--- src/rtl/dfrm_pkg.sv ---
// ----------------------------------------------------------------------------
// dfrm_pkg
// Shared types, event codes and marker tables for the length-prefixed
// frame deframer.
// ----------------------------------------------------------------------------
package dfrm_pkg;

	// default payload buffer size, bytes
	localparam int BUFFER_BYTES_DEF = 4096;
	// extra room for header and end marker
	localparam int FRAME_MARGIN = 64;
	localparam int MARK_LEN = 5;

	typedef logic [7:0]  byte_t;
	typedef logic [3:0]  event_t;
	typedef logic [11:0] pay_index_t;
	typedef logic [12:0] frame_len_t;
	typedef logic [1:0]  reg_index_t;

	// event codes
	localparam event_t EV_BUSY       = 4'd0;
	localparam event_t EV_START      = 4'd1;
	localparam event_t EV_RESYNC     = 4'd2;
	localparam event_t EV_STRAY      = 4'd3;
	localparam event_t EV_BAD_START  = 4'd4;
	localparam event_t EV_BAD_LENGTH = 4'd5;
	localparam event_t EV_BAD_END    = 4'd6;
	localparam event_t EV_OVERRUN    = 4'd7;
	localparam event_t EV_DONE       = 4'd8;

	// configuration register indexes
	localparam reg_index_t REG_CODE_A = 2'd0;
	localparam reg_index_t REG_CODE_B = 2'd1;
	localparam reg_index_t REG_CODE_C = 2'd2;

	// ascii characters used by the header
	localparam byte_t CHR_GT   = 8'h3e;
	localparam byte_t CHR_ZERO = 8'h30;
	localparam byte_t CHR_NINE = 8'h39;

	typedef struct packed {
		byte_t code_a;
		byte_t code_b;
		byte_t code_c;
	} chan_codes_t;

	typedef struct packed {
		event_t     event_res;
		logic       payload_valid;
		byte_t      payload_byte;
		pay_index_t payload_index;
		byte_t      channel;
		frame_len_t frame_length;
	} result_t;

	// "<STX=" by position
	function automatic byte_t start_mark(input logic [2:0] pos);
		byte_t c;
		case (pos)
			3'd0:    c = 8'h3c;
			3'd1:    c = 8'h53;
			3'd2:    c = 8'h54;
			3'd3:    c = 8'h58;
			3'd4:    c = 8'h3d;
			default: c = 8'h00;
		endcase
		return c;
	endfunction

	// "<ETX>" by position
	function automatic byte_t end_mark(input logic [2:0] pos);
		byte_t c;
		case (pos)
			3'd0:    c = 8'h3c;
			3'd1:    c = 8'h45;
			3'd2:    c = 8'h54;
			3'd3:    c = 8'h58;
			3'd4:    c = 8'h3e;
			default: c = 8'h00;
		endcase
		return c;
	endfunction

endpackage

--- src/rtl/dfrm_byte_if.sv ---
// ----------------------------------------------------------------------------
// dfrm_byte_if
// Received byte channel, valid/ready handshake.
// ----------------------------------------------------------------------------
interface dfrm_byte_if;
	import dfrm_pkg::*;

	logic  valid;
	logic  ready;
	byte_t rx_byte;

	modport source (output valid, output rx_byte, input ready);
	modport sink (input valid, input rx_byte, output ready);
endinterface

--- src/rtl/dfrm_res_if.sv ---
// ----------------------------------------------------------------------------
// dfrm_res_if
// Parser result channel, valid/ready handshake.
// ----------------------------------------------------------------------------
interface dfrm_res_if;
	import dfrm_pkg::*;

	logic       valid;
	logic       ready;
	event_t     event_res;
	logic       payload_valid;
	byte_t      payload_byte;
	pay_index_t payload_index;
	byte_t      channel;
	frame_len_t frame_length;

	modport source (
		output valid, output event_res, output payload_valid, output payload_byte,
		output payload_index, output channel, output frame_length, input ready
	);
	modport sink (
		input valid, input event_res, input payload_valid, input payload_byte,
		input payload_index, input channel, input frame_length, output ready
	);
endinterface

--- src/rtl/dfrm_cfg_if.sv ---
// ----------------------------------------------------------------------------
// dfrm_cfg_if
// Configuration write channel: register index and write data.
// ----------------------------------------------------------------------------
interface dfrm_cfg_if;
	import dfrm_pkg::*;

	logic       valid;
	logic       ready;
	reg_index_t index;
	byte_t      data;

	modport source (output valid, output index, output data, input ready);
	modport sink (input valid, input index, input data, output ready);
endinterface

--- src/rtl/length_prefixed_frame_deframer.sv ---
// ----------------------------------------------------------------------------
// length_prefixed_frame_deframer
// Parses channel byte, "<STX=" decimal length ">", payload, "<ETX>" frames
// from a byte stream, one result word per received word.
//
//   channel  dir  words carried
//   rx       in   one received byte
//   res      out  event code, payload byte and index, channel, frame length
//   cfg      in   channel code register writes (index, data), always ready
//
// One word a cycle sustained while res is ready; after rx acceptance the word
// sits in the input register, and the parsing step fills the result register,
// which drives res valid. Frame state advances only when a word leaves the
// input register.
// arst_n clears frame state and channel codes; no clearing pass is needed.
// A stall on res backs up through the result and input registers to rx.ready.
// ----------------------------------------------------------------------------
module length_prefixed_frame_deframer #(
	parameter int BUFFER_BYTES = dfrm_pkg::BUFFER_BYTES_DEF
) (
	input logic  clk,
	input logic  arst_n,
	dfrm_byte_if.sink rx,
	dfrm_res_if.source res,
	dfrm_cfg_if.sink cfg
);
	import dfrm_pkg::*;

	logic        valid_s1;
	byte_t       byte_s1;
	logic        valid_s2;
	result_t     result_s2;
	result_t     step_result;
	chan_codes_t codes;
	logic        adv_s2;
	logic        ready_s1;

	// handshake flow
	assign adv_s2 = valid_s1 && (!valid_s2 || res.ready);
	assign ready_s1 = !valid_s1 || adv_s2;
	assign rx.ready = ready_s1;
	assign cfg.ready = 1'b1;

	// input register
	always_ff @(posedge clk or negedge arst_n) begin
		if (!arst_n) begin
			valid_s1 <= 1'b0;
		end else if (ready_s1) begin
			valid_s1 <= rx.valid;
		end
	end

	always_ff @(posedge clk) begin
		if (ready_s1 && rx.valid) begin
			byte_s1 <= rx.rx_byte;
		end
	end

	dfrm_cfg_regs u_cfg (
		.clk     (clk),
		.arst_n  (arst_n),
		.wr_en   (cfg.valid),
		.wr_index(cfg.index),
		.wr_data (cfg.data),
		.codes   (codes)
	);

	dfrm_parser #(
		.BUFFER_BYTES(BUFFER_BYTES)
	) u_parser (
		.clk    (clk),
		.arst_n (arst_n),
		.step   (adv_s2),
		.rx_byte(byte_s1),
		.codes  (codes),
		.result (step_result)
	);

	// result register
	always_ff @(posedge clk or negedge arst_n) begin
		if (!arst_n) begin
			valid_s2 <= 1'b0;
		end else if (adv_s2) begin
			valid_s2 <= 1'b1;
		end else if (res.ready) begin
			valid_s2 <= 1'b0;
		end
	end

	always_ff @(posedge clk) begin
		if (adv_s2) begin
			result_s2 <= step_result;
		end
	end

	assign res.valid = valid_s2;
	assign res.event_res = result_s2.event_res;
	assign res.payload_valid = result_s2.payload_valid;
	assign res.payload_byte = result_s2.payload_byte;
	assign res.payload_index = result_s2.payload_index;
	assign res.channel = result_s2.channel;
	assign res.frame_length = result_s2.frame_length;
endmodule

--- src/rtl/dfrm_cfg_regs.sv ---
// ----------------------------------------------------------------------------
// dfrm_cfg_regs
// Channel code registers, written through the configuration channel.
// ----------------------------------------------------------------------------
module dfrm_cfg_regs (
	input  logic                 clk,
	input  logic                 arst_n,
	input  logic                 wr_en,
	input  dfrm_pkg::reg_index_t wr_index,
	input  dfrm_pkg::byte_t      wr_data,
	output dfrm_pkg::chan_codes_t codes
);
	import dfrm_pkg::*;

	chan_codes_t codes_q;

	// register write decode, unused index is ignored
	always_ff @(posedge clk or negedge arst_n) begin
		if (!arst_n) begin
			codes_q <= '0;
		end else if (wr_en) begin
			unique case (wr_index)
				REG_CODE_A: codes_q.code_a <= wr_data;
				REG_CODE_B: codes_q.code_b <= wr_data;
				REG_CODE_C: codes_q.code_c <= wr_data;
				default: ;
			endcase
		end
	end

	assign codes = codes_q;
endmodule

--- src/rtl/dfrm_parser.sv ---
// ----------------------------------------------------------------------------
// dfrm_parser
// Frame state and the per-byte parsing step: header check, length
// accumulation, payload streaming and end marker check.
// ----------------------------------------------------------------------------
module dfrm_parser #(
	parameter int BUFFER_BYTES = dfrm_pkg::BUFFER_BYTES_DEF
) (
	input  logic                  clk,
	input  logic                  arst_n,
	input  logic                  step,
	input  dfrm_pkg::byte_t       rx_byte,
	input  dfrm_pkg::chan_codes_t codes,
	output dfrm_pkg::result_t     result
);
	import dfrm_pkg::*;

	localparam int FRAME_CAP = BUFFER_BYTES + FRAME_MARGIN;
	localparam int CW = $clog2(FRAME_CAP + 1);
	localparam int AW = CW + 4;
	localparam int SW = CW + 2;
	localparam logic [CW-1:0] CAP = CW'(FRAME_CAP);
	localparam logic [CW-1:0] MARK = CW'(MARK_LEN);

	// frame state
	logic          in_frame_q, in_frame_d;
	byte_t         frame_channel_q, frame_channel_d;
	logic [CW-1:0] byte_count_q, byte_count_d;
	logic          prefix_matches_q, prefix_matches_d;
	logic          header_done_q, header_done_d;
	logic          seen_digit_q, seen_digit_d;
	logic [CW-1:0] declared_length_q, declared_length_d;
	logic [CW-1:0] payload_start_q, payload_start_d;
	logic          end_marker_ok_q, end_marker_ok_d;

	logic          is_chan;
	logic          resync;
	logic          do_open;
	logic          open_active;
	byte_t         open_chan;
	logic [CW-1:0] cnt_inc;
	logic [SW-1:0] total_len;
	logic [AW-1:0] acc;
	logic [CW-1:0] rel;
	logic [CW-1:0] rel_end;
	logic          em_ok;
	result_t       res;

	assign is_chan = (rx_byte == codes.code_a) || (rx_byte == codes.code_b) ||
		(rx_byte == codes.code_c);
	assign cnt_inc = byte_count_q + 1'b1;
	// header bytes so far plus payload plus end marker
	assign total_len = SW'(cnt_inc) + SW'(declared_length_q) + SW'(MARK);
	// decimal accumulate, times ten as two shifted adds
	assign acc = (AW'(declared_length_q) << 3) + (AW'(declared_length_q) << 1) +
		AW'(rx_byte - CHR_ZERO);
	assign rel = byte_count_q - payload_start_q;
	assign rel_end = rel - declared_length_q;
	assign em_ok = end_marker_ok_q && !((rel_end < MARK) &&
		(rx_byte != end_mark(rel_end[2:0])));

	// restart while the start marker or its length field is still open
	always_comb begin
		if (byte_count_q == '0 || byte_count_q >= MARK) begin
			resync = 1'b1;
		end else begin
			resync = !(prefix_matches_q && rx_byte == start_mark(byte_count_q[2:0]));
		end
	end

	// one parsing step
	always_comb begin
		res = '0;
		res.event_res = EV_BUSY;
		do_open = 1'b0;
		open_active = 1'b0;
		open_chan = '0;
		in_frame_d = in_frame_q;
		frame_channel_d = frame_channel_q;
		byte_count_d = byte_count_q;
		prefix_matches_d = prefix_matches_q;
		header_done_d = header_done_q;
		seen_digit_d = seen_digit_q;
		declared_length_d = declared_length_q;
		payload_start_d = payload_start_q;
		end_marker_ok_d = end_marker_ok_q;

		if (!in_frame_q) begin
			if (!is_chan) begin
				res.event_res = EV_STRAY;
			end else begin
				do_open = 1'b1;
				open_active = 1'b1;
				open_chan = rx_byte;
				res.event_res = EV_START;
			end
		end else if (is_chan && !header_done_q && resync) begin
			do_open = 1'b1;
			open_active = 1'b1;
			open_chan = rx_byte;
			res.event_res = EV_RESYNC;
		end else if (byte_count_q >= CAP) begin
			do_open = 1'b1;
			res.event_res = EV_OVERRUN;
		end else begin
			byte_count_d = cnt_inc;
			if (byte_count_q < MARK) begin
				// start marker
				prefix_matches_d = prefix_matches_q &&
					(rx_byte == start_mark(byte_count_q[2:0]));
				if (cnt_inc == MARK && !prefix_matches_d) begin
					do_open = 1'b1;
					res.event_res = EV_BAD_START;
				end
			end else if (!header_done_q) begin
				// length field
				if (rx_byte == CHR_GT) begin
					if (!seen_digit_q || total_len > SW'(CAP)) begin
						do_open = 1'b1;
						res.event_res = EV_BAD_LENGTH;
					end else begin
						header_done_d = 1'b1;
						payload_start_d = cnt_inc;
					end
				end else if (rx_byte < CHR_ZERO || rx_byte > CHR_NINE) begin
					do_open = 1'b1;
					res.event_res = EV_BAD_LENGTH;
				end else begin
					declared_length_d = (acc > AW'(CAP)) ? CAP : acc[CW-1:0];
					seen_digit_d = 1'b1;
				end
			end else if (rel < declared_length_q) begin
				// payload
				res.payload_valid = 1'b1;
				res.payload_byte = rx_byte;
				res.payload_index = 12'(rel);
			end else begin
				// end marker
				end_marker_ok_d = em_ok;
				if (rel_end >= MARK - 1'b1) begin
					do_open = 1'b1;
					if (em_ok) begin
						res.event_res = EV_DONE;
						res.channel = frame_channel_q;
						res.frame_length = 13'(declared_length_q);
					end else begin
						res.event_res = EV_BAD_END;
					end
				end
			end
		end

		// fresh frame context, active or dropped
		if (do_open) begin
			in_frame_d = open_active;
			frame_channel_d = open_chan;
			byte_count_d = '0;
			prefix_matches_d = 1'b1;
			header_done_d = 1'b0;
			seen_digit_d = 1'b0;
			declared_length_d = '0;
			payload_start_d = '0;
			end_marker_ok_d = 1'b1;
		end
	end

	// state registers
	always_ff @(posedge clk or negedge arst_n) begin
		if (!arst_n) begin
			in_frame_q <= 1'b0;
			frame_channel_q <= '0;
			byte_count_q <= '0;
			prefix_matches_q <= 1'b1;
			header_done_q <= 1'b0;
			seen_digit_q <= 1'b0;
			declared_length_q <= '0;
			payload_start_q <= '0;
			end_marker_ok_q <= 1'b1;
		end else if (step) begin
			in_frame_q <= in_frame_d;
			frame_channel_q <= frame_channel_d;
			byte_count_q <= byte_count_d;
			prefix_matches_q <= prefix_matches_d;
			header_done_q <= header_done_d;
			seen_digit_q <= seen_digit_d;
			declared_length_q <= declared_length_d;
			payload_start_q <= payload_start_d;
			end_marker_ok_q <= end_marker_ok_d;
		end
	end

	assign result = res;
endmodule
--- src/flat_wrapper.sv ---
// flat-port wrapper written by rule: the top's interface ports become plain ports
module length_prefixed_frame_deframer_flat import dfrm_pkg::*;
#(
	parameter int BUFFER_BYTES = dfrm_pkg::BUFFER_BYTES_DEF
)
  (clk, arst_n, rx_valid, rx_rx_byte, rx_ready, res_valid, res_event_res, res_payload_valid, res_payload_byte, res_payload_index, res_channel, res_frame_length, res_ready, cfg_valid, cfg_index, cfg_data, cfg_ready);
  dfrm_byte_if rx_i ();
  dfrm_res_if res_i ();
  dfrm_cfg_if cfg_i ();
  input logic clk;
  input logic arst_n;
  input wire logic [$bits(rx_i.valid)-1:0] rx_valid;
  input wire logic [$bits(rx_i.rx_byte)-1:0] rx_rx_byte;
  output wire logic [$bits(rx_i.ready)-1:0] rx_ready;
  output wire logic [$bits(res_i.valid)-1:0] res_valid;
  output wire logic [$bits(res_i.event_res)-1:0] res_event_res;
  output wire logic [$bits(res_i.payload_valid)-1:0] res_payload_valid;
  output wire logic [$bits(res_i.payload_byte)-1:0] res_payload_byte;
  output wire logic [$bits(res_i.payload_index)-1:0] res_payload_index;
  output wire logic [$bits(res_i.channel)-1:0] res_channel;
  output wire logic [$bits(res_i.frame_length)-1:0] res_frame_length;
  input wire logic [$bits(res_i.ready)-1:0] res_ready;
  input wire logic [$bits(cfg_i.valid)-1:0] cfg_valid;
  input wire logic [$bits(cfg_i.index)-1:0] cfg_index;
  input wire logic [$bits(cfg_i.data)-1:0] cfg_data;
  output wire logic [$bits(cfg_i.ready)-1:0] cfg_ready;
  assign rx_i.valid = rx_valid;
  assign rx_i.rx_byte = rx_rx_byte;
  assign rx_ready = rx_i.ready;
  assign res_valid = res_i.valid;
  assign res_event_res = res_i.event_res;
  assign res_payload_valid = res_i.payload_valid;
  assign res_payload_byte = res_i.payload_byte;
  assign res_payload_index = res_i.payload_index;
  assign res_channel = res_i.channel;
  assign res_frame_length = res_i.frame_length;
  assign res_i.ready = res_ready;
  assign cfg_i.valid = cfg_valid;
  assign cfg_i.index = cfg_index;
  assign cfg_i.data = cfg_data;
  assign cfg_ready = cfg_i.ready;
  length_prefixed_frame_deframer #(.BUFFER_BYTES(BUFFER_BYTES)) u_core (.clk(clk), .arst_n(arst_n), .rx(rx_i), .res(res_i), .cfg(cfg_i));
endmodule
--- config.mk ---
export PLATFORM = sky130hd
export DESIGN_NAME = length_prefixed_frame_deframer_flat
export DESIGN_NICKNAME = d
export VERILOG_FILES = /design/src/rtl/dfrm_pkg.sv /design/src/rtl/dfrm_byte_if.sv /design/src/rtl/dfrm_res_if.sv /design/src/rtl/dfrm_cfg_if.sv /design/src/rtl/length_prefixed_frame_deframer.sv /design/src/rtl/dfrm_cfg_regs.sv /design/src/rtl/dfrm_parser.sv /design/src/flat_wrapper.sv
export SDC_FILE = /design/constraint.sdc
export NUM_CORES = 1
export LEC_CHECK = 0
export BUFFER_PORTS_ARGS = -buffer_cell sky130_fd_sc_hd__buf_2
export CORE_MARGIN = 5
export CORE_UTILIZATION = 66
export CTS_CLUSTER_DIAMETER = 60
export CTS_CLUSTER_SIZE = 10
export DETAILED_ROUTE_END_ITERATION = 12
export PLACE_DENSITY = 0.86
export SLEW_MARGIN = 20
export SYNTH_ARGS = -nofsm -noshare
export SYNTH_HDL_FRONTEND = slang
export SYNTH_SLANG_ARGS = --single-unit
--- constraint.sdc ---
create_clock -name clk -period 15.3 [get_ports clk]
set_input_delay 1.53 -clock clk [delete_from_list [all_inputs] [get_ports clk]]
set_output_delay 1.53 -clock clk [all_outputs]
set_load 0.01 [all_outputs]
==> key figures <==
Logic synthesis
  – Synth unique cells: 80
  – Share of the synthesized area in the top cell type: 0.2030
  – EDFF count, synth: 54
  – Yosys warns: 0
  – Area leader, netlist: dfrtp_1
  – Synthesized Nets: 1050
  – Top_reg_cell synth: dfrtp_1
  – Syn Area/Cell: 9.996 sq um
  – Synth cell count leaders: inv_1, dfrtp_1, ha_1
  – Cells after Synth: 937
  – Ranking of synthesized cells by area: dfrtp_1, edfxtp_1, ha_1
  – Yosys reg bits: 132
  – Sequential share of the synthesized area: 0.3818
  – Count leader, synth: inv_1
  – Async SR Flop Fraction: 0.5909
  – Synth Cell Area: 9366 sq um

Timing
  – Clock Skew: 0.01146 ns
  – Fmax: 173.2 MHz
  – Tcrit/Tclk final: 0.3773
  – Setup slack after layout: 9.527 ns
  – Endpoints failing setup: 0
  – Final setup TNS: 0 ns
  – Worst relative slew slack: 0.2727
  – Max Slew Vio Count: 0
  – Final Critical Period: 5.773 ns
  – RSZ-0062 raised after global routing: false
  – Worst slew pin tran: 1.063 ns
  – Hold Fails Final Rpt: 0

Route
  – Vias per inst: 6.464
  – Number of remaining DRC errors: 0
  – First DRT Iteration DRCs: 714
  – Routed via count: 7692
  – Routed WL: 23.87 mm
  – Wirelength per Cell: 20.06 um
  – TritonRoute pass-1 iters: 6
  – Routed Antenna Nets: 0

Hold path
  – Hold wc startpoint: u_core.u_parser.payload_start_q[1]$_DFFE_PN0P_
  – Min-delay worst type: reg2reg

Power
  – Seq pwr share: 0.348
  – Gate power share: 0.349
  – Sw power: 0.4401 mW
  – Pleak: 4.536 nW
  – Clock power frac: 0.303
  – Maximum vdd drop: 79.47 uV
  – Switching part of the total: 0.3567
  – PD cells: 118.8 nW/um^2
  – Cell Int Power: 0.7938 mW

CTS
  – Cts bufs inserted: 17
  – Clk_lat worst skew: 0.43 ns
  – CTS H-tree depth: 4
  – CTS Hold Bufs: 0
  – TritonCTS clock tree: yes
  – Clock buffer depth: 2
  – Root Buffer: clkbuf_16
  – Worst-path clk slew: 0.06 ns
  – Clock Sinks: 132
  – Post-CTS setup buffers: 0
  – Post_cts resized: 0

Floorplan
  – Num rows: 43
  – Area of the core: 13880 sq um
  – IO Count: 72
  – Die Height: 129.1 um
  – Die area: 16670 sq um
  – Initial Utilization: 0.6748
  – Die X: 129.1 um

Finish
  – Area growth, synth to finish: 10.90%
  – Fillers: 892
  – Reg area: 3576 sq um
  – Area of the multi-input gates: 5345 sq um
  – Ant. Diodes: 0
  – Nets: 1110
  – Fraction of layout cells with a size suffix above 1: 0.1554

Critical path
  – WS Path Type: reg2reg
  – Reg2Reg Launch Point: u_core.u_parser.byte_count_q[0]$_DFFE_PN0P_
  – CP Max Fanout: 23
  – Worst Path Required: 15.66 ns
  – Crit-path cells: inv_1 -> ha_1 -> inv_1 -> fa_1 -> a21o_1 -> a21oi_1 -> o21bai_1 -> a21oi_1 -> o21bai_1 -> a211oi_1 -> xnor2_1 -> ha_1 -> a211oi_1 -> or3_1 -> o2111ai_1 -> nor4_4 -> or4b_4 -> a221oi_4 -> o21a_1 -> o31a_1
  – Buf/Inv on CP: 2
  – Slowest CP cell: a221oi_4
  – Delay of the slowest critical-path stage: 0.89 ns
  – Family with the most delay on the worst path: compound AO/OA/AOI/OAI gates
  – Startpoint Class: flip-flop
  – Worst setup startpoint: u_core.u_parser.byte_count_q[0]$_DFFE_PN0P_
  – CP Capture Type: flip-flop
  – Crit path arrival time: 6.13 ns

Placed design
  – RD Place Congestion: 0.9533
  – Port Buffer Count: 70
  – HPWL after detailed placement: 17.14 mm
  – Pre-CTS setup slack: 9.603 ns

Global routing
  – Gr usage total: 0.2917
  – Vias in the first global route: 7493
  – GRT overflow: 0
  – Initial antenna violation count: 0
  – First-pass GRT wire length: 38.01 mm
  – Largest net degree at the start of global routing: 79

Run
  – Max Cap Viol: 0

Status
  – Outcome: complete, no violations
## registers in the layout (all words and copies together), names as in the netlist
register                           flops
u_core.u_parser.byte_count_q          13
u_core.res.channel                     8
u_core.u_parser.prefix_matches_q       1
u_core.u_parser.header_done_q          1
u_core.u_parser.frame_channel_q        8
u_core.u_cfg.codes                    24
u_core.res.event_res                   4
u_core.byte_s1                         8
u_core.res.payload_byte                8
u_core.u_parser.end_marker_ok_q        1
u_core.u_parser.declared_length_q     13
u_core.res.valid                       1
u_core.u_parser.payload_start_q       13
u_core.valid_s1                        1
u_core.res.payload_index              12
u_core.res.payload_valid               1
u_core.u_parser.seen_digit_q           1
u_core.u_parser.in_frame_q             1
u_core.res.frame_length               13
## through the flow
stage	std cells	hold WS, ns	power, mW	util	cell area, sq um
2_1_floorplan	937	0.4402	0.7521	-	9366
3_3_place_gp	1158	0.4539	0.8369	0.7089	9839
3_5_place_dp	1158	0.4655	0.8489	0.7089	9839
4_1_cts	1190	0.4847	1.226	0.7477	10380
5_1_grt	1190	0.5084	1.298	0.7483	10390
6_report	1190	0.4873	1.234	0.7483	10390
## layer usage
metal / vias up / routed length (um) / global-route usage
met2: 404 / 10900 / 0.4512
met5: - / 0 / 0
met4: 0 / 1128 / 0.1495
li1: 3533 / - / -
met1: 3663 / 9706 / 0.3961
met3: 92 / 2137 / 0.05276
## final timing paths
path | to | slack [ns] | cells past startpoint
setup / recovery | u_core.u_parser.declared_length_q[6]$_DFFE_PN0P_ | 9.53 | 20
hold / removal | u_core.u_parser.payload_start_q[1]$_DFFE_PN0P_ | 0.49 | 1
setup reg to reg | u_core.u_parser.declared_length_q[6]$_DFFE_PN0P_ | 9.53 | 20
hold reg to reg | u_core.u_parser.payload_start_q[1]$_DFFE_PN0P_ | 0.49 | 1
max in group asynchronous | u_core.u_parser.payload_start_q[11]$_DFFE_PN0P_ | 13.64 | 1
min in group asynchronous | u_core.u_parser.frame_channel_q[3]$_DFFE_PN0P_ | 1.11 | 1
## cell type report
cell class,instances,area share
Inverter,80,0.02891
Sequential cell,132,0.3443
Tap cell,180,0.02168
Clock inverter,10,0.007227
Timing Repair Buffer,76,0.03867
Multi-Input combinational cell,690,0.5146
Clock buffer,22,0.04469
## cell families after synthesis
family / share of synthesized area
AO/OA/AOI/OAI: 0.1878
XOR/XNOR: 0.06171
adder cells (fa/ha/maj): 0.1322
buffers and inverters: 0.04943
flip-flops: 0.3818
multiplexers: 0.03553
other: 0.0004004
AND/OR/NAND/NOR: 0.1511
## power groups by stage
stage          Combinational [mW]  Sequential, mW  Clock (mW)
4_1_cts                     0.422           0.428       0.376
2_1_floorplan               0.325           0.427           0
5_1_grt                     0.473           0.432       0.393
3_3_place_gp                0.404           0.433           0
3_5_place_dp                0.414           0.435           0
6_report                    0.431           0.429       0.374
## layout by cell type, fill, tap and decap left out, types with 11 or more instances in the layout
cell,count
nor2_1,58
o31ai_1,11
nor3_1,18
a21oi_1,42
dfrtp_1,76
o21a_1,12
a31oi_1,12
nand3_1,19
clkbuf_16,17
nand2b_1,13
nand4_1,12
o21ai_0,29
xnor2_1,54
buf_2,69
and3_1,12
inv_1,80
and2_1,32
edfxtp_1,54
a22o_1,18
ha_1,75
a211oi_1,14
xor2_1,12
mux2_2,26
fa_1,15
a21o_1,12
nand2_1,58
## worst register-to-register path, cell delays in order, from the launching register on
cell	delay (ns)
dfrtp_1	0.47
inv_1	0.18
ha_1	0.20
inv_1	0.06
fa_1	0.39
a21o_1	0.18
a21oi_1	0.23
o21bai_1	0.09
a21oi_1	0.22
o21bai_1	0.11
a211oi_1	0.33
xnor2_1	0.21
ha_1	0.34
a211oi_1	0.27
or3_1	0.15
o2111ai_1	0.15
nor4_4	0.33
or4b_4	0.56
a221oi_4	0.89
o21a_1	0.22
o31a_1	0.12
No activity file was read; power rests on OpenSTA's default activity.
